==> src/hdl/pfs_pkg.sv <==
// ----------------------------------------------------------------------------
// pfs_pkg
// Types, constants and helpers of the particle fluid step engine.
// ----------------------------------------------------------------------------
`timescale 1ns / 1ps
`default_nettype none

package pfs_pkg;

    localparam int MAX_PARTICLES_DEF = 64;
    localparam int POS_W      = 20;
    localparam int VEL_W      = 21;
    localparam int WIDE_W     = 22;
    localparam int ARG_W      = 21;
    localparam int PROD_W     = 2 * ARG_W;
    localparam int ROOT_W     = PROD_W / 2;
    localparam int DVD_W      = 32;
    localparam int DVS_W      = 16;
    localparam int CFG_IDX_W  = 3;
    localparam int CFG_DATA_W = 16;
    localparam int GRAV_W     = 12;
    localparam int WALL_W     = 11;
    localparam int FRAC_W     = 16;
    localparam int RND_HALF   = 32768;
    localparam int GRAV_HALF  = 128;

    localparam logic [FRAC_W-1:0] REFLECT_Q16 = 16'd39322;

    localparam logic [GRAV_W-1:0] GRAV_RST   = 12'd900;
    localparam logic [FRAC_W-1:0] RADIUS_RST = 16'd5120;
    localparam logic [FRAC_W-1:0] STIFF_RST  = 16'd29491;
    localparam logic [FRAC_W-1:0] DAMP_RST   = 16'd65208;
    localparam logic [WALL_W-1:0] WALL_L_RST = 11'd100;
    localparam logic [WALL_W-1:0] WALL_R_RST = 11'd800;
    localparam logic [WALL_W-1:0] WALL_T_RST = 11'd100;
    localparam logic [WALL_W-1:0] WALL_B_RST = 11'd650;

    typedef logic signed [WIDE_W-1:0] t_wide;

    localparam t_wide VEL_MAX = 22'sd1048575;
    localparam t_wide VEL_MIN = -22'sd1048576;
    localparam t_wide POS_MAX = 22'sd524287;
    localparam t_wide POS_MIN = -22'sd524288;

    typedef enum logic [CFG_IDX_W-1:0] {
        CFG_GRAVITY = 3'd0,
        CFG_RADIUS  = 3'd1,
        CFG_STIFF   = 3'd2,
        CFG_DAMP    = 3'd3,
        CFG_WALL_L  = 3'd4,
        CFG_WALL_R  = 3'd5,
        CFG_WALL_T  = 3'd6,
        CFG_WALL_B  = 3'd7
    } t_cfg_idx;

    typedef enum logic [1:0] {
        REQ_WRITE = 2'd0,
        REQ_STEP  = 2'd1,
        REQ_READ  = 2'd2,
        REQ_NONE  = 2'd3
    } t_req;

    typedef enum logic [5:0] {
        ST_IDLE, ST_READ, ST_DONE,
        ST_G_MUL, ST_G_SET, ST_G_RD, ST_G_WR,
        ST_P_RDI, ST_P_LDI, ST_P_RDJ, ST_P_DIFF, ST_P_SQX, ST_P_SQY,
        ST_P_SQRT, ST_P_SQW, ST_P_FMUL, ST_P_FSET, ST_P_MX, ST_P_DVX,
        ST_P_DVXW, ST_P_MY, ST_P_DVY, ST_P_DVYW, ST_P_UPD, ST_P_NEXT,
        ST_P_WRI,
        ST_I_RD, ST_I_LD, ST_I_DMX, ST_I_DMY, ST_I_DTX, ST_I_DTY, ST_I_POS,
        ST_W_CHK, ST_W_REF, ST_I_WR
    } t_state;

    typedef struct packed {
        logic signed [POS_W-1:0] px;
        logic signed [POS_W-1:0] py;
        logic signed [VEL_W-1:0] vx;
        logic signed [VEL_W-1:0] vy;
    } t_particle;

    function automatic logic [ARG_W-1:0] f_abs(input t_wide v);
        t_wide m;
        m = (v < 0) ? -v : v;
        return m[ARG_W-1:0];
    endfunction

    // magnitude product / 2^16, rounded half away from zero, sign restored
    function automatic t_wide f_round(input logic neg, input logic [PROD_W-1:0] p);
        logic [PROD_W-1:0] r;
        t_wide             m;
        r = (p + PROD_W'(RND_HALF)) >> FRAC_W;
        m = $signed(r[WIDE_W-1:0]);
        return neg ? -m : m;
    endfunction

    function automatic logic signed [VEL_W-1:0] f_sat_vel(input t_wide v);
        t_wide s;
        s = (v > VEL_MAX) ? VEL_MAX : ((v < VEL_MIN) ? VEL_MIN : v);
        return s[VEL_W-1:0];
    endfunction

    function automatic logic signed [POS_W-1:0] f_sat_pos(input t_wide v);
        t_wide s;
        s = (v > POS_MAX) ? POS_MAX : ((v < POS_MIN) ? POS_MIN : v);
        return s[POS_W-1:0];
    endfunction

endpackage

`default_nettype wire

==> src/hdl/pfs_mul.sv <==
// ----------------------------------------------------------------------------
// pfs_mul
// Shared unsigned multiplier with registered product.
// ----------------------------------------------------------------------------
`timescale 1ns / 1ps
`default_nettype none

module pfs_mul (
    input  logic                        i_clk,
    input  logic [pfs_pkg::ARG_W-1:0]   i_a,
    input  logic [pfs_pkg::ARG_W-1:0]   i_b,
    output logic [pfs_pkg::PROD_W-1:0]  o_p
);
    import pfs_pkg::*;

    logic [PROD_W-1:0] r_p;

    always_ff @(posedge i_clk) begin
        r_p <= PROD_W'(i_a) * PROD_W'(i_b);
    end

    assign o_p = r_p;

endmodule

`default_nettype wire

==> config.mk <==
export PLATFORM = sky130hd
export DESIGN_NAME = pfs_mul
export DESIGN_NICKNAME = d
export VERILOG_FILES = /design/src/hdl/pfs_pkg.sv /design/src/hdl/pfs_mul.sv
export SDC_FILE = /design/constraint.sdc
export NUM_CORES = 1
export LEC_CHECK = 0
export ABC_AREA = 1
export BUFFER_PORTS_ARGS = -buffer_cell sky130_fd_sc_hd__buf_2
export CAP_MARGIN = 20
export CORE_MARGIN = 1
export CORE_UTILIZATION = 66
export CTS_BUF_LIST = sky130_fd_sc_hd__clkbuf_4 sky130_fd_sc_hd__clkbuf_8
export CTS_CLUSTER_DIAMETER = 50
export CTS_CLUSTER_SIZE = 30
export DETAILED_ROUTE_END_ITERATION = 8
export PLACE_DENSITY_LB_ADDON = 0.15
export SETUP_SLACK_MARGIN = 0.02
export SYNTH_ARGS = -nofsm -noshare
export SYNTH_HDL_FRONTEND = slang
export SYNTH_SLANG_ARGS = --single-unit
==> constraint.sdc <==
create_clock -name i_clk -period 6.82 [get_ports i_clk]
set_clock_uncertainty 0.05 [all_clocks]
set_input_delay 0.682 -clock i_clk [delete_from_list [all_inputs] [get_ports i_clk]]
set_output_delay 0.682 -clock i_clk [all_outputs]
set_load 0.01 [all_outputs]
==> key figures, run 1 <==
Status
  • Status: finished clean

Worst setup path
  • Buf+Inv Stages, Crit Path: 9
  • Worst setup path class: input port to flop
  • Slowest cell on crit path: fa_1
  • Most used cell, CP: inv_1
  • Critical path's top delay family: adder cells
  • CP Max Fanout: 21
  • Critical path data required time: around 7000 ps
  • Crit end category: flop
  • Crit-path max cell delay: about 540 ps
  • CP arrival: roughly 6400 ps
  • CP cell instances: buf_2 > nand2_1 > inv_1 > fa_1 > fa_1 > inv_1 > fa_1 > inv_1 > fa_1 > inv_1 > fa_1 > inv_1 > fa_1 > inv_1 > fa_1 > inv_1 > ha_1 > nand2_2 > inv_1 > a21oi_1 > nor2_1 > nor2_1 > nand2_2 > xor2_1
  • CP Launch Type: input port
  • CP Launch Point: i_a[8]

Synthesis
  • Number of library cell types mapped by synthesis: 22
  • Post-synth top area share: 0.4286
  • Syn Area/Cell: about 7.4 µm²
  • Mapped Cells: around 2300
  • Yosys reg bits: 42
  • Biggest area consumer among synthesized cells: fa_1
  • Area contributors post-synth: fa_1, inv_1, nand2_1, ha_1, dfxtp_1
  • Synth warnings: 0
  • Register area share after synthesis: 0.05028
  • Mapped Area: around 0.017 mm²
  • Syn_nets: between 2000 and 3000

Cells and area
  • Fillers: around 2100
  • Fin nets: roughly 2900
  • Area Overhead vs Synth: 4.579%
  • Multi-input gate area: between 0.01 and 0.015 mm²
  • Reg area: ~840 µm²
  • Most frequent cells in the layout: inv_1, nand2_1, fa_1
  • # diodes: 0
  • Largest register FFs: 42
  • Leading cell type in the layout, fill and taps excluded: inv_1
  • Layout cells sized above 1: 0.05872

GRT
  • Largest net degree at the start of global routing: 22
  • GR Util met3: 0.06061
  • Vias in the first global route: around 14000
  • Grt met1 use: 0.4870
  • Gr usage total: 0.3475
  • Met2 global-route usage: 0.5641
  • First-pass GRT wire length: between 70000 and 80000 µm
  • Grt total ovfl: 0
  • Antenna violations before repair: 0
  • GR peak layer: met2

Floorplan
  • Die Ht: ~160 µm
  • Initial core utilization: 0.6796
  • Row count: between 50 and 60
  • Full die area: 0.02598 mm²
  • Num ports: between 80 and 90
  • Core Area: about 0.025 mm²
  • Die span in x: around 160 µm

Clock network
  • Clock sinks: 42
  • CTS tree: built
  • Hold buffers post-CTS: 0
  • Post-CTS setup buffer count: 0
  • Clock transition at path regs: approximately 80 ps
  • CTS resizes: 0
  • Total clock buffers created by CTS: 5
  • CTS root buffer: clkbuf_8
  • H-tree Lvls: 2
  • CTS Buffer Depth: 2

Hold path
  • HP Start: i_b[0]
  • HP Class: input port to flop

STA
  • Pins Over Slew Limit: 0
  • # setup viols final: 0
  • RSZ-0062 raised after global routing: no
  • Period utilization: 0.9218
  • Slew headroom: 0.5952
  • Least-Margin Pin Slew: approximately 610 ps
  • Min Tclk post-route: about 6300 ps
  • Fmax: approximately 0.16 GHz
  • Final Hold Fails: 0
  • Setup TNS: 0 ps

Drt
  • Via count: ~14000
  • Vias per std cell: just over 5
  • DRT Pass-1 Iters: 5
  • Post-Route WL: 41880 µm
  • DRC: 0
  • Post-DRT Antenna Nets: 0
  • WL/cell: approximately 16 µm
  • First DRT Iteration DRCs: between 1000 and 1500

Placement
  • Routability Congestion: around 0.97
  • Port Buffer Count: 84
  • DP Wirelength: 35350 µm

Run
  • Max_cap viols: 0
==> cell usage after synthesis <==
library cell,count
nor3_1,11
nor2_1,56
o21ai_0,14
nand2_2,11
o21bai_1,2
ha_1,152
nor2_4,2
dfxtp_1,42
nor2_2,3
a21o_1,1
xor2_1,19
nand4_1,1
inv_1,771
nand3_2,9
a31oi_1,3
fa_1,358
xnor2_1,6
nand3b_1,1
a21oi_1,30
clkbuf_1,84
nand2_1,675
nand3_1,22
==> area by class of cell <==
cell class / instances / area share
Inverter: 771 / 0.1655
Timing Repair Buffer: 103 / 0.03220
Tap cell: 324 / 0.02318
Clock inverter: 1 / 0.001717
Multi-Input combinational cell: 1376 / 0.7246
Sequential cell: 42 / 0.04808
Clock buffer: 6 / 0.004722
==> layer usage <==
metal / wire [µm] / up-vias
met5: 0 / -
met4: 1028 / 0
met3: 3742 / 83
met2: 19510 / 623
met1: 17590 / 6533
li1: - / 6290
==> tightest hold or removal path, stage by stage <==
cell and delay [ps]:
buf_2 240, nand2_1 100, inv_1 30
==> path summary, 6_finish.rpt <==
check	endpoint	slack (ps)	cells after the start
hold / removal	o_p[0]	730	3
setup / recovery	o_p[18]	530	24
==> metrics by stage <==
stage               setup slack [ps]  cell area [µm²]  utilization  cells  hold WS, ps
finish                         533.4            17490       0.7108   2623        730.2
global placement               318.5            17380       0.7062   2616         1026
detailed placement             274.4            17380       0.7062   2616         1023
global route                   212.2            17490       0.7108   2623        798.4
CTS                            587.5            17490       0.7108   2623        723.9
floorplan                      843.8            16720            -   2273        729.6
==> logic make-up after synthesis <==
family                     Yosys count  share of synthesized area
xor gates and xnor gates            25                    0.01309
DFF                                 42                    0.05028
buffers and inverters              855                     0.1919
AOI/OAI and AO/OA                   50                    0.01564
and+or+nand+nor                    791                     0.1868
adders and majority gates          510                     0.5423
Power of run 1 is left out: the tool's default activity adds up to more than one toggle a clock period on the data nets, which glitch-free logic cannot reach.
==> run 2, diff against run 1 <==
==> constraint.sdc (replaced) <==
create_clock -name i_clk -period 6.82 [get_ports i_clk]
set_clock_uncertainty 0.05 [all_clocks]
set_input_delay 1.364 -clock i_clk [delete_from_list [all_inputs] [get_ports i_clk]]
set_output_delay 1.364 -clock i_clk [all_outputs]
set_load 0.01 [all_outputs]
==> key figures, run 2 (same netlist as run 1, synthesis figures left out) <==
Status
  • Status: finished clean

Cells and area
  • Area Overhead vs Synth: 12.38%
  • Leading cell type in the layout, fill and taps excluded: inv_1
  • Final core occ: 0.7638
  • Fin nets: 2971
  • Layout cells sized above 1: 0.1294
  • Largest register FFs: 42
  • # diodes: 0
  • Most frequent cells in the layout: inv_1, nand2_1, fa_1

STA
  • Worst hold margin: 1504 ps
  • Period utilization: 0.9777
  • Worst setup margin: ~150 ps
  • Fmax: 0.1500 GHz
  • Min Tclk post-route: 6668 ps
  • Pins Over Slew Limit: 0
  • # setup viols final: 0
  • Slew headroom: 0.7455
  • Least-Margin Pin Slew: 377.8 ps
  • Final Hold Fails: 0

Floorplan
  • Die Ht: ~160 µm
  • Die span in x: about 160 µm
  • Full die area: approximately 0.026 mm²
  • Row count: 57
  • Initial core utilization: 0.6796
  • Core Area: between 0.02 and 0.025 mm²
  • Num ports: 85

Run
  • Max_cap viols: 0

GRT
  • Vias in the first global route: between 10000 and 15000
  • First-pass GRT wire length: approximately 70000 µm
  • Grt total ovfl: 0
  • Gr usage total: 0.3392
  • Largest net degree at the start of global routing: 18
  • Antenna violations before repair: 1

Clock network
  • Hold buffers post-CTS: 0
  • Total clock buffers created by CTS: 5
  • H-tree Lvls: 2
  • CTS Buffer Depth: 2
  • CTS tree: built
  • Clock transition at path regs: approximately 90 ps
  • Clock sinks: 42
  • CTS root buffer: clkbuf_8

Worst setup path
  • Crit-path max cell delay: a little over 600 ps
  • CP arrival: between 6000 and 7000 ps
  • Critical Path End: o_p[30]
  • Slowest cell on crit path: fa_2
  • Most used cell, CP: inv_1
  • CP Max Fanout: 9
  • Worst setup path class: input port to flop
  • Critical path data required time: 6970 ps
  • Crit end category: flop
  • CP Launch Point: i_a[9]
  • CP Launch Type: input port

Drt
  • WL/cell: roughly 15 µm
  • Via count: approximately 14000
  • Post-Route WL: between 40000 and 50000 µm
  • Post-DRT Antenna Nets: 0
  • DRT Pass-1 Iters: 5
  • First DRT Iteration DRCs: 1141
  • DRC: 0
  • Vias per std cell: between 5 and 6

Hold path
  • HP Class: input port to flop

Placement
  • Port Buffer Count: 84
  • Routability Congestion: between 0.9 and 1
  • DP Wirelength: between 30000 and 40000 µm
  • Pre-CTS setup slack: -215.2 ps
run 2: cell type report:
class                           instances  area, µm²
Clock buffer                            7      90.09
Clock inverter                          1      5.005
Fill cell                            1870       5812
Inverter                              771       2894
Multi-Input combinational cell       1376      12950
Sequential cell                        42      840.8
Tap cell                              324      405.4
Timing Repair Buffer                  222       1603
run 2: routing by layer:
| metal | track usage | wire length [µm] | vias to the layer above |
|---|---|---|---|
| li1 | - | - | 6526 |
| met1 | 0.4769 | 17250 | 6819 |
| met2 | 0.5598 | 19990 | 622 |
| met3 | 0.05598 | 3814 | 61 |
| met4 | 0.06604 | 728 | 2 |
| met5 | 0 | 8 | - |
run 2: what timing repair did:
action / in CTS / in global routing
endpoints found under the hold margin: 0 / 0
setup buffers: 0 / 4
gates resized for setup: 0 / 114
setup endpoints to repair: 0 / 28
run 2: how the worst min path moves through the flow:
| stage | to | cells past startpoint | from | slack, ps |
|---|---|---|---|---|
| after detailed placement | o_p[18] | 1 | o_p[18] | 1710 |
| after global routing | o_p[0] | 4 | i_b[0] | 1550 |
| after floorplan | o_p[0] | 2 | i_a[0] | 1410 |
| after CTS | o_p[0] | 4 | i_b[0] | 1510 |
| after global placement | o_p[0] | 1 | o_p[0] | 1710 |
| final | o_p[0] | 4 | i_b[0] | 1500 |
run 2: critical path: cells and delay by family:
kind,cells,cell delay [ps]
compound gates,1,150
simple gates,8,720
buf+inv,9,770
fa+ha+maj,8,3800
run 2: metrics by stage:
step | area [µm²] | setup TNS (ps) | cells
2_1_floorplan | 16720 | 0 | 2273
5_1_grt | 18790 | -133.1 | 2743
3_5_place_dp | 18290 | -3948 | 2731
4_1_cts | 18380 | 0 | 2739
3_3_place_gp | 18290 | -2346 | 2731
6_report | 18790 | 0 | 2743
Power of run 2 is left out for the same reason.
