[config.mk]
export PLATFORM = sky130hd
export DESIGN_NAME = pfs_div
export DESIGN_NICKNAME = d
export VERILOG_FILES = /design/src/hdl/pfs_pkg.sv /design/src/hdl/pfs_div.sv
export SDC_FILE = /design/constraint.sdc
export NUM_CORES = 1
export LEC_CHECK = 0
export ABC_AREA = 0
export BUFFER_PORTS_ARGS = -buffer_cell sky130_fd_sc_hd__buf_2
export CORE_ASPECT_RATIO = 1.75
export CORE_UTILIZATION = 55
export CTS_BUF_LIST = sky130_fd_sc_hd__clkbuf_8
export CTS_CLUSTER_DIAMETER = 50
export DETAILED_ROUTE_END_ITERATION = 6
export PLACE_DENSITY_LB_ADDON = 0.3
export SLEW_MARGIN = 10
export SYNTH_ARGS = -nofsm -noshare
export SYNTH_HDL_FRONTEND = slang
export SYNTH_SLANG_ARGS = --single-unit
[constraint.sdc]
create_clock -name i_clk -period 2.9 [get_ports i_clk]
set_input_delay 0.29 -clock i_clk [delete_from_list [all_inputs] [get_ports i_clk]]
set_output_delay 0.29 -clock i_clk [all_outputs]
set_load 0.02 [all_outputs]
[src/hdl/pfs_pkg.sv]
// ----------------------------------------------------------------------------
// pfs_pkg
// Types, constants and helpers of the particle fluid step engine.
// ----------------------------------------------------------------------------
`timescale 1ns / 1ps
`default_nettype none

package pfs_pkg;

    localparam int MAX_PARTICLES_DEF = 64;
    localparam int POS_W      = 20;
    localparam int VEL_W      = 21;
    localparam int WIDE_W     = 22;
    localparam int ARG_W      = 21;
    localparam int PROD_W     = 2 * ARG_W;
    localparam int ROOT_W     = PROD_W / 2;
    localparam int DVD_W      = 32;
    localparam int DVS_W      = 16;
    localparam int CFG_IDX_W  = 3;
    localparam int CFG_DATA_W = 16;
    localparam int GRAV_W     = 12;
    localparam int WALL_W     = 11;
    localparam int FRAC_W     = 16;
    localparam int RND_HALF   = 32768;
    localparam int GRAV_HALF  = 128;

    localparam logic [FRAC_W-1:0] REFLECT_Q16 = 16'd39322;

    localparam logic [GRAV_W-1:0] GRAV_RST   = 12'd900;
    localparam logic [FRAC_W-1:0] RADIUS_RST = 16'd5120;
    localparam logic [FRAC_W-1:0] STIFF_RST  = 16'd29491;
    localparam logic [FRAC_W-1:0] DAMP_RST   = 16'd65208;
    localparam logic [WALL_W-1:0] WALL_L_RST = 11'd100;
    localparam logic [WALL_W-1:0] WALL_R_RST = 11'd800;
    localparam logic [WALL_W-1:0] WALL_T_RST = 11'd100;
    localparam logic [WALL_W-1:0] WALL_B_RST = 11'd650;

    typedef logic signed [WIDE_W-1:0] t_wide;

    localparam t_wide VEL_MAX = 22'sd1048575;
    localparam t_wide VEL_MIN = -22'sd1048576;
    localparam t_wide POS_MAX = 22'sd524287;
    localparam t_wide POS_MIN = -22'sd524288;

    typedef enum logic [CFG_IDX_W-1:0] {
        CFG_GRAVITY = 3'd0,
        CFG_RADIUS  = 3'd1,
        CFG_STIFF   = 3'd2,
        CFG_DAMP    = 3'd3,
        CFG_WALL_L  = 3'd4,
        CFG_WALL_R  = 3'd5,
        CFG_WALL_T  = 3'd6,
        CFG_WALL_B  = 3'd7
    } t_cfg_idx;

    typedef enum logic [1:0] {
        REQ_WRITE = 2'd0,
        REQ_STEP  = 2'd1,
        REQ_READ  = 2'd2,
        REQ_NONE  = 2'd3
    } t_req;

    typedef enum logic [5:0] {
        ST_IDLE, ST_READ, ST_DONE,
        ST_G_MUL, ST_G_SET, ST_G_RD, ST_G_WR,
        ST_P_RDI, ST_P_LDI, ST_P_RDJ, ST_P_DIFF, ST_P_SQX, ST_P_SQY,
        ST_P_SQRT, ST_P_SQW, ST_P_FMUL, ST_P_FSET, ST_P_MX, ST_P_DVX,
        ST_P_DVXW, ST_P_MY, ST_P_DVY, ST_P_DVYW, ST_P_UPD, ST_P_NEXT,
        ST_P_WRI,
        ST_I_RD, ST_I_LD, ST_I_DMX, ST_I_DMY, ST_I_DTX, ST_I_DTY, ST_I_POS,
        ST_W_CHK, ST_W_REF, ST_I_WR
    } t_state;

    typedef struct packed {
        logic signed [POS_W-1:0] px;
        logic signed [POS_W-1:0] py;
        logic signed [VEL_W-1:0] vx;
        logic signed [VEL_W-1:0] vy;
    } t_particle;

    function automatic logic [ARG_W-1:0] f_abs(input t_wide v);
        t_wide m;
        m = (v < 0) ? -v : v;
        return m[ARG_W-1:0];
    endfunction

    // magnitude product / 2^16, rounded half away from zero, sign restored
    function automatic t_wide f_round(input logic neg, input logic [PROD_W-1:0] p);
        logic [PROD_W-1:0] r;
        t_wide             m;
        r = (p + PROD_W'(RND_HALF)) >> FRAC_W;
        m = $signed(r[WIDE_W-1:0]);
        return neg ? -m : m;
    endfunction

    function automatic logic signed [VEL_W-1:0] f_sat_vel(input t_wide v);
        t_wide s;
        s = (v > VEL_MAX) ? VEL_MAX : ((v < VEL_MIN) ? VEL_MIN : v);
        return s[VEL_W-1:0];
    endfunction

    function automatic logic signed [POS_W-1:0] f_sat_pos(input t_wide v);
        t_wide s;
        s = (v > POS_MAX) ? POS_MAX : ((v < POS_MIN) ? POS_MIN : v);
        return s[POS_W-1:0];
    endfunction

endpackage

`default_nettype wire

[src/hdl/pfs_div.sv]
// ----------------------------------------------------------------------------
// pfs_div
// Restoring divider, one quotient bit per cycle.
// ----------------------------------------------------------------------------
`timescale 1ns / 1ps
`default_nettype none

module pfs_div (
    input  logic                        i_clk,
    input  logic                        i_rst_n,
    input  logic                        i_start,
    input  logic [pfs_pkg::DVD_W-1:0]   i_dvd,
    input  logic [pfs_pkg::DVS_W-1:0]   i_dvs,
    output logic                        o_done,
    output logic [pfs_pkg::DVS_W-1:0]   o_quo
);
    import pfs_pkg::*;

    localparam int CNT_W = $clog2(DVD_W);

    logic               r_busy;
    logic               r_done;
    logic [CNT_W-1:0]   r_cnt;
    logic [DVD_W-1:0]   r_q;
    logic [DVS_W-1:0]   r_rem;
    logic [DVS_W-1:0]   r_dvs;
    logic [DVS_W:0]     w_sh;
    logic               w_ge;

    assign w_sh = {r_rem, r_q[DVD_W-1]};
    assign w_ge = (w_sh >= {1'b0, r_dvs});

    always_ff @(posedge i_clk) begin
        if (!i_rst_n) begin
            r_busy <= 1'b0;
            r_done <= 1'b0;
        end else begin
            r_done <= 1'b0;
            if (i_start) begin
                r_busy <= 1'b1;
            end else if (r_busy && r_cnt == '0) begin
                r_busy <= 1'b0;
                r_done <= 1'b1;
            end
        end
    end

    always_ff @(posedge i_clk) begin
        if (i_start) begin
            r_q   <= i_dvd;
            r_rem <= '0;
            r_dvs <= i_dvs;
            r_cnt <= CNT_W'(DVD_W - 1);
        end else if (r_busy) begin
            r_rem <= w_ge ? DVS_W'(w_sh - {1'b0, r_dvs}) : DVS_W'(w_sh);
            r_q   <= {r_q[DVD_W-2:0], w_ge};
            r_cnt <= r_cnt - 1'b1;
        end
    end

    assign o_done = r_done;
    assign o_quo  = r_q[DVS_W-1:0];

endmodule

`default_nettype wire

==> reports/qor.json <==
{
  "clocking": {
    "clkSlewWorstSetupHoldPaths_ps": 80,
    "insertion_delay_ps": 350,
    "clock_tree.buffer_depth": 2,
    "cts.sinks": 71,
    "clockRootBuffer": "sky130_fd_sc_hd__clkbuf_8",
    "tritoncts": "built",
    "postCtsHoldBufs": 0,
    "htree_num_levels": 3,
    "numCtsBuffers": 9,
    "cts_resized": 0,
    "post_cts.repair.setup_buffers": 0
  },
  "yosys": {
    "cell_type_with_the_highest_aggregate_area_in_the_netlist": "sky130_fd_sc_hd__edfxtp_1",
    "synth_enable_flop_cells": 48,
    "ys_ff_latch": 71,
    "yosys-top-cells-area": "sky130_fd_sc_hd__edfxtp_1 38%, sky130_fd_sc_hd__dfxtp_1 12%, sky130_fd_sc_hd__mux2_2 9.4%, sky130_fd_sc_hd__ha_1 5.5%, sky130_fd_sc_hd__buf_4 3.3%",
    "synthesis.area_per_instance_um2": 11.3,
    "netlist.area_leader.share_pct": 37.5,
    "yosysWarnings": 0,
    "number_of_cells_produced_by_synthesis": 339,
    "syn-num-nets": 408,
    "netlist_area_before_placement_um2": 3840,
    "yosysUniqueCellTypes": 53,
    "postSynth.asyncResetShare_pct": 0,
    "synthFlopType": "sky130_fd_sc_hd__edfxtp_1",
    "synth.yosys.seq_area_share_pct": 49.5
  },
  "worst_setup_path": {
    "critical_path.reg2reg.startpoint": "r_dvs[1]",
    "cpPeakStageDelay_ps": 540,
    "critPathArrivalTime_ps": 2850,
    "required_time_of_the_worst_setup_path_ps": 3130,
    "critical_path.endpoint_type": "flip-flop",
    "r2r_setup_slack_ps": 290,
    "ff2ff_path_depth": 9,
    "cp_cell_sequence": "inv_1 -> ha_1 -> nor2b_1 -> o31a_2 -> o21ai_4 -> o21ai_2 -> a41oi_4 -> nor3b_1 -> a311o_1",
    "worst_path_max_delay_cell": "sky130_fd_sc_hd__a41oi_4",
    "worst-path-max-fanout": 17,
    "cp-start-kind": "flip-flop",
    "critPathKind": "flip-flop to flip-flop",
    "r2r_end": "r_rem[1]",
    "setup.worst_path.start": "r_dvs[1]"
  },
  "die": {
    "initial_core_utilization_pct": 57.8,
    "floorplan.die_area_um2": 7330,
    "num_io_pins": 68,
    "rows": 39,
    "die_h_um": 113,
    "floorplan.core_area_um2": 6640,
    "die_width_um": 65.2
  },
  "detailed_routing": {
    "drt-total-wl_um": 7260,
    "detail_route.iter0.violations": 124,
    "drc": 0,
    "route.antenna.remaining_nets": 0,
    "detailroute.via_count": 2693,
    "detail_route.first_pass.iterations": 5,
    "post_drt_via_cell_ratio": 5.65,
    "route.detailed.wl_per_inst_um": 15.2
  },
  "sta": {
    "timing_hold_violations_final": 0,
    "finalCritPeriodShare_pct": 90.2,
    "relSlewSlack_pct": 52.3,
    "final_period_minus_worst_setup_slack_ps": 2610,
    "worst_pin_slew_ps": 714,
    "fmax_mhz": 382,
    "timing.final.ws_setup_ps": 286,
    "setup-tns-final_ps": 0,
    "finalMaxSlewViolations": 0,
    "setup_violations": 0,
    "grt_setup_unrepaired": "false",
    "finClkSkew_ps": 10.8
  },
  "placement": {
    "post-place-ws_ps": 316,
    "dpl_cell_area_um2": 4110,
    "dpl.hpwl_um": 5420,
    "number_of_input_and_output_port_buffers_inserted": 67,
    "gpl_wtd_cong": 0.934
  },
  "cells_and_area": {
    "postLayoutCellArea_um2": 4310,
    "drive_above_1_share_pct": 33.2,
    "utilization_pct": 65.0,
    "layout-area-overhead-vs-synth_pct": 12.4,
    "n_antenna_cell": 0,
    "num-nets-final": 459
  },
  "hold_path": {
    "worstHoldStart": "i_dvs[2]",
    "holdCritPathClass": "input port to flip-flop",
    "min_delay_worst_endpoint": "r_dvs[2]",
    "worst_hold_path.num_cells": 1
  },
  "global_route": {
    "antenna_found_initial": 0,
    "overflow": 0,
    "grt_usage_pct": 22.5,
    "maximum_number_of_pins_on_one_net_before_global_route_repair": 35,
    "first_pass_grt_wire_length_um": 12400,
    "grt_pass1_vias": 2742
  },
  "outcome": {
    "status": "finished clean"
  },
  "flow_run": {
    "max_cap_violations": 0
  },
  "power_and_ir_drop": {
    "power_density_over_the_cells_nw_per_um2": 565,
    "irDropWorstVdd_mv": 0.602,
    "design_power_total_mw": 2.44,
    "power.static_leakage_nw": 1.79
  }
}
routing by layer:
metal | part of all wire, % | up-vias | GRT usage [%]
met5 | 0 | - | 0
met1 | 38 | 1265 | 24.0
met3 | 5.1 | 20 | 6.91
met2 | 53 | 84 | 38.7
li1 | - | 1324 | -
met4 | 3.7 | 0 | 12.0
metrics by stage:
step           hold slack (ps)  std cells
5_1_grt                   94.9        477
4_1_cts                   87.9        477
2_1_floorplan              389        339
3_3_place_gp               466        461
6_report                   107        477
3_5_place_dp               468        461
kinds of logic (layout without fill, tap and decap cells):
| family | after synthesis | in the layout | share of synthesized area, % |
|---|---|---|---|
| compound gates | 66 | 66 | 13.8 |
| xor+xnor | 13 | 13 | 2.97 |
| fa+ha+maj | 18 | 18 | 6.06 |
| buf+inv | 57 | 113 | 7.69 |
| flops | 71 | 71 | 49.5 |
| mux | 32 | 32 | 9.39 |
| simple gates | 82 | 82 | 10.6 |
area by class of cell:
cell class | count | area [um^2]
sequential | 71 | 1900
multi-input combinational | 211 | 1640
tap | 82 | 103
inverter | 25 | 93.8
clock buffer | 11 | 151
timing repair buffer | 72 | 373
fill | 556 | 2320
clock inverter | 5 | 48.8
cells in the final DEF (no fill, tap or decap), types with 4 or more instances in the layout:
cell type,instances
sky130_fd_sc_hd__dfxtp_1,23
sky130_fd_sc_hd__ha_1,17
sky130_fd_sc_hd__nand2b_1,7
sky130_fd_sc_hd__nand3_1,9
sky130_fd_sc_hd__mux2_2,32
sky130_fd_sc_hd__buf_2,67
sky130_fd_sc_hd__nor2_1,22
sky130_fd_sc_hd__o21a_1,4
sky130_fd_sc_hd__a311oi_2,4
sky130_fd_sc_hd__nand2_1,20
sky130_fd_sc_hd__a32oi_1,4
sky130_fd_sc_hd__a31oi_1,6
sky130_fd_sc_hd__nor3b_1,5
sky130_fd_sc_hd__edfxtp_1,48
sky130_fd_sc_hd__clkbuf_8,11
sky130_fd_sc_hd__xor2_1,6
sky130_fd_sc_hd__o21ai_0,10
sky130_fd_sc_hd__inv_1,26
sky130_fd_sc_hd__buf_4,5
sky130_fd_sc_hd__nor3_1,6
sky130_fd_sc_hd__xnor2_1,7
sky130_fd_sc_hd__a21oi_1,12
worst max path at each step:
stage	to	depth (start not counted)	slack (ps)
finish	r_rem[1]	9	290
global route	r_rem[12]	9	30
CTS	r_rem[1]	9	290
detailed placement	r_rem[1]	9	320
global placement	r_rem[1]	9	370
floorplan	r_q[0]	9	510
critical path: cells and delay by family (launching register included):
kind	cells	cell delay (ps)
AOI/OAI and AO/OA	5	1520
DFF	1	420
and+or+nand+nor	2	250
adders and majority gates	1	230
buffers and inverters	1	70
synth_stat cells, types with 2 or more instances:
cell	instances
sky130_fd_sc_hd__a21oi_1	12
sky130_fd_sc_hd__a311oi_1	2
sky130_fd_sc_hd__a311oi_2	4
sky130_fd_sc_hd__a31o_2	2
sky130_fd_sc_hd__a31oi_1	6
sky130_fd_sc_hd__a32oi_1	4
sky130_fd_sc_hd__and2_1	2
sky130_fd_sc_hd__buf_2	2
sky130_fd_sc_hd__buf_4	17
sky130_fd_sc_hd__buf_6	2
sky130_fd_sc_hd__clkbuf_1	11
sky130_fd_sc_hd__dfxtp_1	23
sky130_fd_sc_hd__edfxtp_1	48
sky130_fd_sc_hd__ha_1	17
sky130_fd_sc_hd__inv_1	25
sky130_fd_sc_hd__mux2_2	32
sky130_fd_sc_hd__nand2_1	20
sky130_fd_sc_hd__nand2b_1	7
sky130_fd_sc_hd__nand3_1	9
sky130_fd_sc_hd__nor2_1	22
sky130_fd_sc_hd__nor2b_1	3
sky130_fd_sc_hd__nor3_1	6
sky130_fd_sc_hd__nor3b_1	5
sky130_fd_sc_hd__o211ai_1	2
sky130_fd_sc_hd__o21a_1	4
sky130_fd_sc_hd__o21ai_0	10
sky130_fd_sc_hd__o21ai_2	2
sky130_fd_sc_hd__o21bai_1	2
sky130_fd_sc_hd__o31ai_1	2
sky130_fd_sc_hd__or3_1	2
sky130_fd_sc_hd__xnor2_1	7
sky130_fd_sc_hd__xor2_1	6
registers in the layout, indices dropped and copies added, names as in the netlist:
| signal | cells |
|---|---|
| o_done | 1 |
| r_busy | 1 |
| r_cnt | 5 |
| r_dvs | 16 |
| r_q | 32 |
| r_rem | 16 |
where the power goes:
group	switching, mW	internal (mW)	leakage, nW
Combinational	0.250	0.190	1.02
Sequential	0.0379	1.18	0.667
Clock	0.348	0.436	0.110
Total	0.636	1.80	1.79
No activity file was read; power rests on OpenSTA's default activity.
