===== config.mk =====
export PLATFORM = sky130hd
export DESIGN_NAME = pfs_isqrt
export DESIGN_NICKNAME = d
export VERILOG_FILES = /design/src/hdl/pfs_pkg.sv /design/src/hdl/pfs_isqrt.sv
export SDC_FILE = /design/constraint.sdc
export NUM_CORES = 1
export LEC_CHECK = 0
export BUFFER_PORTS_ARGS = -buffer_cell sky130_fd_sc_hd__buf_2
export CAP_MARGIN = 40
export CELL_PAD_IN_SITES_DETAIL_PLACEMENT = 1
export CELL_PAD_IN_SITES_GLOBAL_PLACEMENT = 1
export CORE_UTILIZATION = 45
export CTS_BUF_LIST = sky130_fd_sc_hd__clkbuf_8 sky130_fd_sc_hd__clkbuf_16
export DETAILED_ROUTE_END_ITERATION = 8
export PLACE_DENSITY_LB_ADDON = 0.12
export SLEW_MARGIN = 20
export SYNTH_ARGS = -nofsm -noshare
export SYNTH_HDL_FRONTEND = slang
export SYNTH_SLANG_ARGS = --single-unit

===== constraint.sdc =====
create_clock -name i_clk -period 3.2 [get_ports i_clk]
set_input_delay 0 -clock i_clk [delete_from_list [all_inputs] [get_ports i_clk]]
set_output_delay 0 -clock i_clk [all_outputs]
set_load 0.005 [all_outputs]

===== src/hdl/pfs_pkg.sv =====
// ----------------------------------------------------------------------------
// pfs_pkg
// Types, constants and helpers of the particle fluid step engine.
// ----------------------------------------------------------------------------
`timescale 1ns / 1ps
`default_nettype none

package pfs_pkg;

    localparam int MAX_PARTICLES_DEF = 64;
    localparam int POS_W      = 20;
    localparam int VEL_W      = 21;
    localparam int WIDE_W     = 22;
    localparam int ARG_W      = 21;
    localparam int PROD_W     = 2 * ARG_W;
    localparam int ROOT_W     = PROD_W / 2;
    localparam int DVD_W      = 32;
    localparam int DVS_W      = 16;
    localparam int CFG_IDX_W  = 3;
    localparam int CFG_DATA_W = 16;
    localparam int GRAV_W     = 12;
    localparam int WALL_W     = 11;
    localparam int FRAC_W     = 16;
    localparam int RND_HALF   = 32768;
    localparam int GRAV_HALF  = 128;

    localparam logic [FRAC_W-1:0] REFLECT_Q16 = 16'd39322;

    localparam logic [GRAV_W-1:0] GRAV_RST   = 12'd900;
    localparam logic [FRAC_W-1:0] RADIUS_RST = 16'd5120;
    localparam logic [FRAC_W-1:0] STIFF_RST  = 16'd29491;
    localparam logic [FRAC_W-1:0] DAMP_RST   = 16'd65208;
    localparam logic [WALL_W-1:0] WALL_L_RST = 11'd100;
    localparam logic [WALL_W-1:0] WALL_R_RST = 11'd800;
    localparam logic [WALL_W-1:0] WALL_T_RST = 11'd100;
    localparam logic [WALL_W-1:0] WALL_B_RST = 11'd650;

    typedef logic signed [WIDE_W-1:0] t_wide;

    localparam t_wide VEL_MAX = 22'sd1048575;
    localparam t_wide VEL_MIN = -22'sd1048576;
    localparam t_wide POS_MAX = 22'sd524287;
    localparam t_wide POS_MIN = -22'sd524288;

    typedef enum logic [CFG_IDX_W-1:0] {
        CFG_GRAVITY = 3'd0,
        CFG_RADIUS  = 3'd1,
        CFG_STIFF   = 3'd2,
        CFG_DAMP    = 3'd3,
        CFG_WALL_L  = 3'd4,
        CFG_WALL_R  = 3'd5,
        CFG_WALL_T  = 3'd6,
        CFG_WALL_B  = 3'd7
    } t_cfg_idx;

    typedef enum logic [1:0] {
        REQ_WRITE = 2'd0,
        REQ_STEP  = 2'd1,
        REQ_READ  = 2'd2,
        REQ_NONE  = 2'd3
    } t_req;

    typedef enum logic [5:0] {
        ST_IDLE, ST_READ, ST_DONE,
        ST_G_MUL, ST_G_SET, ST_G_RD, ST_G_WR,
        ST_P_RDI, ST_P_LDI, ST_P_RDJ, ST_P_DIFF, ST_P_SQX, ST_P_SQY,
        ST_P_SQRT, ST_P_SQW, ST_P_FMUL, ST_P_FSET, ST_P_MX, ST_P_DVX,
        ST_P_DVXW, ST_P_MY, ST_P_DVY, ST_P_DVYW, ST_P_UPD, ST_P_NEXT,
        ST_P_WRI,
        ST_I_RD, ST_I_LD, ST_I_DMX, ST_I_DMY, ST_I_DTX, ST_I_DTY, ST_I_POS,
        ST_W_CHK, ST_W_REF, ST_I_WR
    } t_state;

    typedef struct packed {
        logic signed [POS_W-1:0] px;
        logic signed [POS_W-1:0] py;
        logic signed [VEL_W-1:0] vx;
        logic signed [VEL_W-1:0] vy;
    } t_particle;

    function automatic logic [ARG_W-1:0] f_abs(input t_wide v);
        t_wide m;
        m = (v < 0) ? -v : v;
        return m[ARG_W-1:0];
    endfunction

    // magnitude product / 2^16, rounded half away from zero, sign restored
    function automatic t_wide f_round(input logic neg, input logic [PROD_W-1:0] p);
        logic [PROD_W-1:0] r;
        t_wide             m;
        r = (p + PROD_W'(RND_HALF)) >> FRAC_W;
        m = $signed(r[WIDE_W-1:0]);
        return neg ? -m : m;
    endfunction

    function automatic logic signed [VEL_W-1:0] f_sat_vel(input t_wide v);
        t_wide s;
        s = (v > VEL_MAX) ? VEL_MAX : ((v < VEL_MIN) ? VEL_MIN : v);
        return s[VEL_W-1:0];
    endfunction

    function automatic logic signed [POS_W-1:0] f_sat_pos(input t_wide v);
        t_wide s;
        s = (v > POS_MAX) ? POS_MAX : ((v < POS_MIN) ? POS_MIN : v);
        return s[POS_W-1:0];
    endfunction

endpackage

`default_nettype wire


===== src/hdl/pfs_isqrt.sv =====
// ----------------------------------------------------------------------------
// pfs_isqrt
// Digit-by-digit integer square root, one root bit per cycle.
// ----------------------------------------------------------------------------
`timescale 1ns / 1ps
`default_nettype none

module pfs_isqrt (
    input  logic                        i_clk,
    input  logic                        i_rst_n,
    input  logic                        i_start,
    input  logic [pfs_pkg::PROD_W-1:0]  i_rad,
    output logic                        o_done,
    output logic [pfs_pkg::ROOT_W-1:0]  o_root
);
    import pfs_pkg::*;

    localparam int REM_W = ROOT_W + 1;
    localparam int CNT_W = $clog2(ROOT_W);

    logic                r_busy;
    logic                r_done;
    logic [CNT_W-1:0]    r_cnt;
    logic [PROD_W-1:0]   r_rad;
    logic [REM_W-1:0]    r_rem;
    logic [ROOT_W-1:0]   r_root;
    logic [REM_W-1:0]    n_rem;
    logic [ROOT_W-1:0]   n_root;
    logic [REM_W+1:0]    w_sh;
    logic [REM_W+1:0]    w_trial;

    always_comb begin
        w_sh    = {r_rem, r_rad[PROD_W-1 -: 2]};
        w_trial = {1'b0, r_root, 2'b01};
        if (w_sh >= w_trial) begin
            n_rem  = REM_W'(w_sh - w_trial);
            n_root = {r_root[ROOT_W-2:0], 1'b1};
        end else begin
            n_rem  = REM_W'(w_sh);
            n_root = {r_root[ROOT_W-2:0], 1'b0};
        end
    end

    always_ff @(posedge i_clk) begin
        if (!i_rst_n) begin
            r_busy <= 1'b0;
            r_done <= 1'b0;
        end else begin
            r_done <= 1'b0;
            if (i_start) begin
                r_busy <= 1'b1;
            end else if (r_busy && r_cnt == '0) begin
                r_busy <= 1'b0;
                r_done <= 1'b1;
            end
        end
    end

    always_ff @(posedge i_clk) begin
        if (i_start) begin
            r_rad  <= i_rad;
            r_rem  <= '0;
            r_root <= '0;
            r_cnt  <= CNT_W'(ROOT_W - 1);
        end else if (r_busy) begin
            r_rad  <= r_rad << 2;
            r_rem  <= n_rem;
            r_root <= n_root;
            r_cnt  <= r_cnt - 1'b1;
        end
    end

    assign o_done = r_done;
    assign o_root = r_root;

endmodule

`default_nettype wire


==> results of run 1 <==
worst max path at each step:
stage | start | to | slack (ns) | depth (start not counted)
2_1_floorplan | o_root[1] | r_rem[19] | 0.86 | 11
5_1_grt | o_root[1] | r_rem[19] | 0.35 | 10
4_1_cts | o_root[15] | r_rem[19] | 0.54 | 11
6_report | o_root[15] | r_rem[19] | 0.53 | 11
3_5_place_dp | o_root[15] | r_rem[19] | 0.56 | 11
3_3_place_gp | o_root[15] | r_rem[19] | 0.61 | 11
registers in the layout (all words and copies together) (netlist names):
| register | count |
|---|---|
| r_cnt | 5 |
| o_root | 21 |
| r_rem | 22 |
| o_done | 1 |
| r_rad | 42 |
| r_busy | 1 |
critical path: cells and delay by family, from the launching register on:
kind                     cells  cell delay [ns]
flip-flops                   1             0.38
adder cells (fa/ha/maj)      1             0.46
AO/OA/AOI/OAI                3             0.64
AND/OR/NAND/NOR              4             0.59
buffers and inverters        2             0.23
multiplexers                 1             0.29
metal layers:
metal	wire, um	vias to the layer above	track usage, %
li1	-	2014	-
met1	6360	2043	30.9
met2	7290	93	44.1
met3	500	26	4.12
met4	391	0	10.7
met5	0	-	0
power by group through the flow:
stage,Clock [mW],Sequential [mW],Combinational (mW)
after floorplan,0,1.51,2.41
after global placement,0,1.57,3.09
after detailed placement,0,1.58,3.15
after CTS,1.09,1.55,3.22
after global routing,1.15,1.57,3.51
final,1.09,1.56,3.22
layout make-up:
type                    count  area (um2)
clock inverters             7        68.8
fillers                  1278        5150
repair buffers            117         831
clock buffers               9         225
inverters                  28         105
multi-input cells         354        2590
well taps                 143         179
flip-flops and latches     92        2260
synth_stat cells, types with 5 or more instances:
library cell / count / area share (%)
nor2b_1: 6 / 0.71
buf_1: 6 / 0.43
a31oi_1: 5 / 0.59
inv_1: 28 / 2.0
a211oi_1: 5 / 0.71
nand2b_1: 6 / 0.71
a21oi_1: 21 / 2.0
xnor2_1: 11 / 1.8
nor3_1: 6 / 0.57
nand4_1: 7 / 0.83
buf_4: 21 / 3.0
o21a_1: 6 / 0.86
buf_2: 9 / 0.86
clkbuf_1: 12 / 0.86
a311oi_2: 7 / 2.0
edfxtp_1: 42 / 24
ha_1: 24 / 5.7
mux2i_1: 21 / 4.0
nor2_1: 50 / 3.6
nand2_1: 50 / 3.6
o21ai_1: 5 / 0.48
a32oi_1: 6 / 1.0
xor2_1: 7 / 1.2
nand3_1: 8 / 0.76
dfxtp_1: 50 / 19
o21ai_0: 8 / 0.76
mux2_2: 40 / 8.6
metrics by stage:
| stage | hold WS [ns] | util (%) | power [mW] |
|---|---|---|---|
| after detailed placement | 0.237 | 48.6 | 4.72 |
| after global placement | 0.229 | 48.6 | 4.66 |
| final | 0.0221 | 54.9 | 5.87 |
| after floorplan | 0.114 | - | 3.92 |
| after global routing | 0.00529 | 54.9 | 6.24 |
| after CTS | 0.0135 | 54.9 | 5.87 |
cells by family (layout without fill, tap and decap cells):
family / after synthesis / after routing / synth area share (%)
multiplexers: 63 / 63 / 13.1
AND/OR/NAND/NOR: 150 / 150 / 13.0
flip-flops: 92 / 92 / 43.0
AO/OA/AOI/OAI: 99 / 99 / 14.6
adder cells (fa/ha/maj): 24 / 24 / 5.71
buffers and inverters: 79 / 161 / 7.66
XOR/XNOR: 18 / 18 / 3.00
==> flow_summary.json, run 1 <==
{
  "pre_cts_slack_ns": 0.563,
  "max_stage_delay_ns": 0.46,
  "synth_edf_count": 42,
  "cp.arrival_ns": 2.96,
  "most-common-layout-cells": "buf_2, nor2_1, nand2_1, dfxtp_1",
  "dp_hpwl_um": 9320,
  "power.density_mw_per_mm2": 937,
  "synth_ff_type": "dfxtp_1",
  "hold_end": "r_rad[40]",
  "finalWeightedCongestion": 0.928,
  "final_common_cell": "buf_2",
  "setup_violations": 0,
  "grt_pass1_vias": 4343,
  "clockRootBuffer": "clkbuf_16",
  "peakVddDrop_mv": 0.435,
  "power.net_switching_mw": 2.54,
  "min_path_cells": 2,
  "max_cap_violations": 0,
  "synth_cell_types": 63,
  "areaGrowthSynthToFinish_pct": 19.1,
  "die_h_um": 110,
  "overflow": 0,
  "layout_setup_ws_ns": 0.534,
  "num_vias": 4176,
  "leakage_nw": 2.56,
  "max_slew_margin_pct": 63.5,
  "antenna_found_initial": 0,
  "synth_warnings": 0,
  "wl_per_cell_um": 19.4,
  "dpl_cell_area_mm2": 0.00555,
  "async_flop_share_pct": 0,
  "stdcell_count": 750,
  "tns_ns": 0,
  "skew_ns": 0.0100,
  "syn_nets": 594,
  "seqPwrFrac_pct": 26.5,
  "hold_buffers": 42,
  "drive_gt1_share_pct": 24.7,
  "reg2reg_depth": 11,
  "portBuffers": 66,
  "synth.avg_cell_area_um2": 10.0,
  "die_area_mm2": 0.0121,
  "fmaxAchievable_mhz": 375,
  "cp.required_ns": 3.49,
  "routed_via_density": 5.57,
  "routed_wl_um": 14500,
  "drc": 0,
  "firstDrtPassIters": 4,
  "grt_util_all_layers_pct": 25.3,
  "synthCells": 525,
  "start_util_pct": 46.1,
  "clock_sinks": 92,
  "clkPwrFrac_pct": 18.5,
  "hold_viol_final": 0,
  "dpl.cell_count": 692,
  "min_from": "i_rad[40]",
  "ys_seq_elements": 92,
  "r2r_start": "o_root[15]",
  "grt_pass1_wl_um": 22800,
  "core_mm2": 0.0114,
  "clk_pin_slew_ns": 0.07,
  "io_pins": 67,
  "cts_tree": "done",
  "r2r_end": "r_rem[19]",
  "postRouteAntennaNets": 0,
  "cts_setup_buffers": 0,
  "worstPathCellList": "inv_1 > ha_1 > a21oi_1 > o21a_1 > nand2_1 > nand4_1 > o21a_1 > buf_12 > or3_1 > mux2_1 > nand2_1",
  "worstMarginPinSlew_ns": 0.547,
  "cts_buffer_depth": 2,
  "p_int_mw": 3.33,
  "fin_nets": 671,
  "combPwrFrac_pct": 54.9,
  "synth_area_mm2": 0.00526,
  "rows": 39,
  "fin_crit_ns": 2.67,
  "slowest_stage": "ha_1",
  "grt_max_degree": 43,
  "worstSkewPairLatency_ns": 0.35,
  "cp-start-kind": "register",
  "cts_htree_levels": 3,
  "min_path_type": "in -> reg",
  "final_cell_area_mm2": 0.00627,
  "cts_made_buffers": 9,
  "diodes": 0,
  "ys_seq_area_share_pct": 43.0,
  "path_class": "reg -> reg",
  "slew_violations": 0,
  "status": "finished clean",
  "die_width_um": 110,
  "p_sw_share_pct": 43.2,
  "crit_fanout": 29,
  "rsz0062_at_grt": "false",
  "fin_crit_sh_pct": 83.3,
  "r2r_slack_ns": 0.53,
  "ctsResizeCount": 0,
  "initialDrtViolationCount": 145,
  "cp-end-kind": "register"
}
No activity file was read; power rests on OpenSTA's default activity.
==> run 2, diff against run 1 <==
Clock period 3.2 ns to 2.6 ns, I/O delays scaled along.
==> run 2 against run 1 <==
  * Count of clock-buffer cells in the layout did not move
  * Clock power up 18%
  * Combinational power up 36%
  * Final area rose by 3.7%
  * Global-route usage is 0.58 points higher
  * Utilization is 2.0 points higher
  * Register-to-register slack got worse by 0.43 ns
  * Critical path type unchanged
  * Critical endpoint unchanged
  * Largest power group unchanged
==> flow_summary.json, run 2 (synthesis results as in run 1) <==
{
  "power.density_mw_per_mm2": 1160,
  "crit_family": "compound AO/OA/AOI/OAI gates",
  "power_mw": 7.56,
  "rows": 39,
  "die_width_um": 110,
  "cp.arrival_ns": 2.79,
  "fin_nets": 690,
  "skew_ns": 0.00921,
  "peakVddDrop_mv": 0.690,
  "cp-end-kind": "register",
  "min_from": "i_rst_n",
  "rsz0062_at_grt": "true",
  "most-common-layout-cells": "buf_2, nor2_1, nand2_1, dfxtp_1, dlygate4sd3_1",
  "crit_cells": 11,
  "drive_gt1_share_pct": 30.2,
  "initialDrtViolationCount": 166,
  "r2r_end": "r_rem[19]",
  "r2r_start": "o_root[2]",
  "path_class": "reg -> reg",
  "routed_wl_um": 14900,
  "io_pins": 67,
  "worstSkewPairLatency_ns": 0.35,
  "diodes": 0,
  "start_util_pct": 46.1,
  "hold_viol_final": 0,
  "min_path_type": "in -> reg",
  "areaGrowthSynthToFinish_pct": 23.5,
  "dp_hpwl_um": 9330,
  "num_vias": 4266,
  "regMostFlops": "r_rad",
  "cp.required_ns": 2.90,
  "grt_pass1_wl_um": 23700,
  "cts_buffer_depth": 2,
  "drc": 0,
  "setup_violations": 0,
  "routed_via_density": 5.55,
  "overflow": 0,
  "reg2reg_depth": 11,
  "clk_pin_slew_ns": 0.07,
  "max_slew_margin_pct": 67.1,
  "stdcell_count": 769,
  "hold_end": "r_busy",
  "slowest_stage": "dfxtp_2",
  "status": "finished clean",
  "r2r_slack_ns": 0.10,
  "grt_pass1_vias": 4559,
  "max_stage_delay_ns": 0.35,
  "clockRootBuffer": "clkbuf_16",
  "grt_util_all_layers_pct": 25.9,
  "fin_crit_ns": 2.50,
  "firstDrtPassIters": 4,
  "slew_violations": 0,
  "fmaxAchievable_mhz": 401,
  "largest_reg_flops": 42,
  "die_h_um": 110,
  "cp-start-kind": "register",
  "die_area_mm2": 0.0121,
  "core_mm2": 0.0114,
  "cts_htree_levels": 3,
  "fin_util_pct": 56.9,
  "cts_made_buffers": 9,
  "grt_max_degree": 40,
  "fin_crit_sh_pct": 96.0,
  "worstPathCellList": "inv_1 > ha_1 > nor3_2 > a211oi_2 > buf_4 > a41oi_2 > o211ai_2 > a221o_1 > a21oi_1 > mux2_1 > nand2_1",
  "wl_per_cell_um": 19.3,
  "portBuffers": 66,
  "max_cap_violations": 0,
  "finalWeightedCongestion": 0.889,
  "worstMarginPinSlew_ns": 0.493,
  "dpl.cell_count": 705,
  "cts_tree": "done",
  "path_buf_inv": 2,
  "clock_sinks": 92,
  "leakage_nw": 2.65,
  "crit_fanout": 4,
  "final_common_cell": "buf_2",
  "antenna_found_initial": 0,
  "postRouteAntennaNets": 0,
  "min_path_cells": 3
}
==> run 2: layout make-up <==
| class | count | area (um2) |
|---|---|---|
| fillers | 1275 | 4920 |
| multi-input cells | 354 | 2680 |
| flip-flops and latches | 92 | 2270 |
| repair buffers | 136 | 991 |
| clock buffers | 9 | 225 |
| well taps | 143 | 179 |
| inverters | 28 | 105 |
| clock inverters | 7 | 51.3 |
==> run 2: worst max-delay path by stage <==
stage,startpoint,end,slack (ns)
6_report,o_root[2],r_rem[19],0.10
5_1_grt,o_root[5],r_rem[18],-0.008
4_1_cts,o_root[6],r_rem[19],0.009
3_5_place_dp,o_root[6],r_rem[19],0.03
3_3_place_gp,o_root[6],r_rem[19],0.11
2_1_floorplan,o_root[1],r_rem[19],0.26
==> run 2: stage by stage <==
step | TNS [ns] | setup WS [ns] | hold slack [ns] | cell area, um2
final | 0 | 0.105 | 0.462 | 6500
after floorplan | 0 | 0.261 | 0.114 | 5260
after global placement | 0 | 0.113 | 0.229 | 5660
after global routing | -0.0112 | -0.00751 | 0.488 | 6500
after detailed placement | 0 | 0.0305 | 0.244 | 5660
after CTS | 0 | 0.00873 | 0.00106 | 6370
==> run 2: timing repair <==
action | in CTS | in global routing
endpoints found under the hold margin | 44 | 1
endpoints found under the setup margin | 0 | 11
hold buffers | 43 | 1
buffers inserted | 0 | 3
gates resized for setup | 0 | 23
==> run 2: per-layer routing <==
| metal | track usage [%] | wire [um] | vias up |
|---|---|---|---|
| li1 | - | - | 2055 |
| met1 | 31.4 | 6520 | 2103 |
| met2 | 46.5 | 7670 | 87 |
| met3 | 4.82 | 423 | 21 |
| met4 | 7.61 | 245 | 0 |
| met5 | 0 | 0 | - |
==> run 2: report_power, final <==
group,internal [mW],switching (mW),total (mW)
registers,1.74,0.163,1.90
logic,1.91,2.47,4.37
clock network,0.657,0.629,1.29
==> run 2: worst min-delay path: stages <==
cell	delay, ns
dlygate4sd3_1	0.53
buf_2	0.12
nor2b_1	0.13
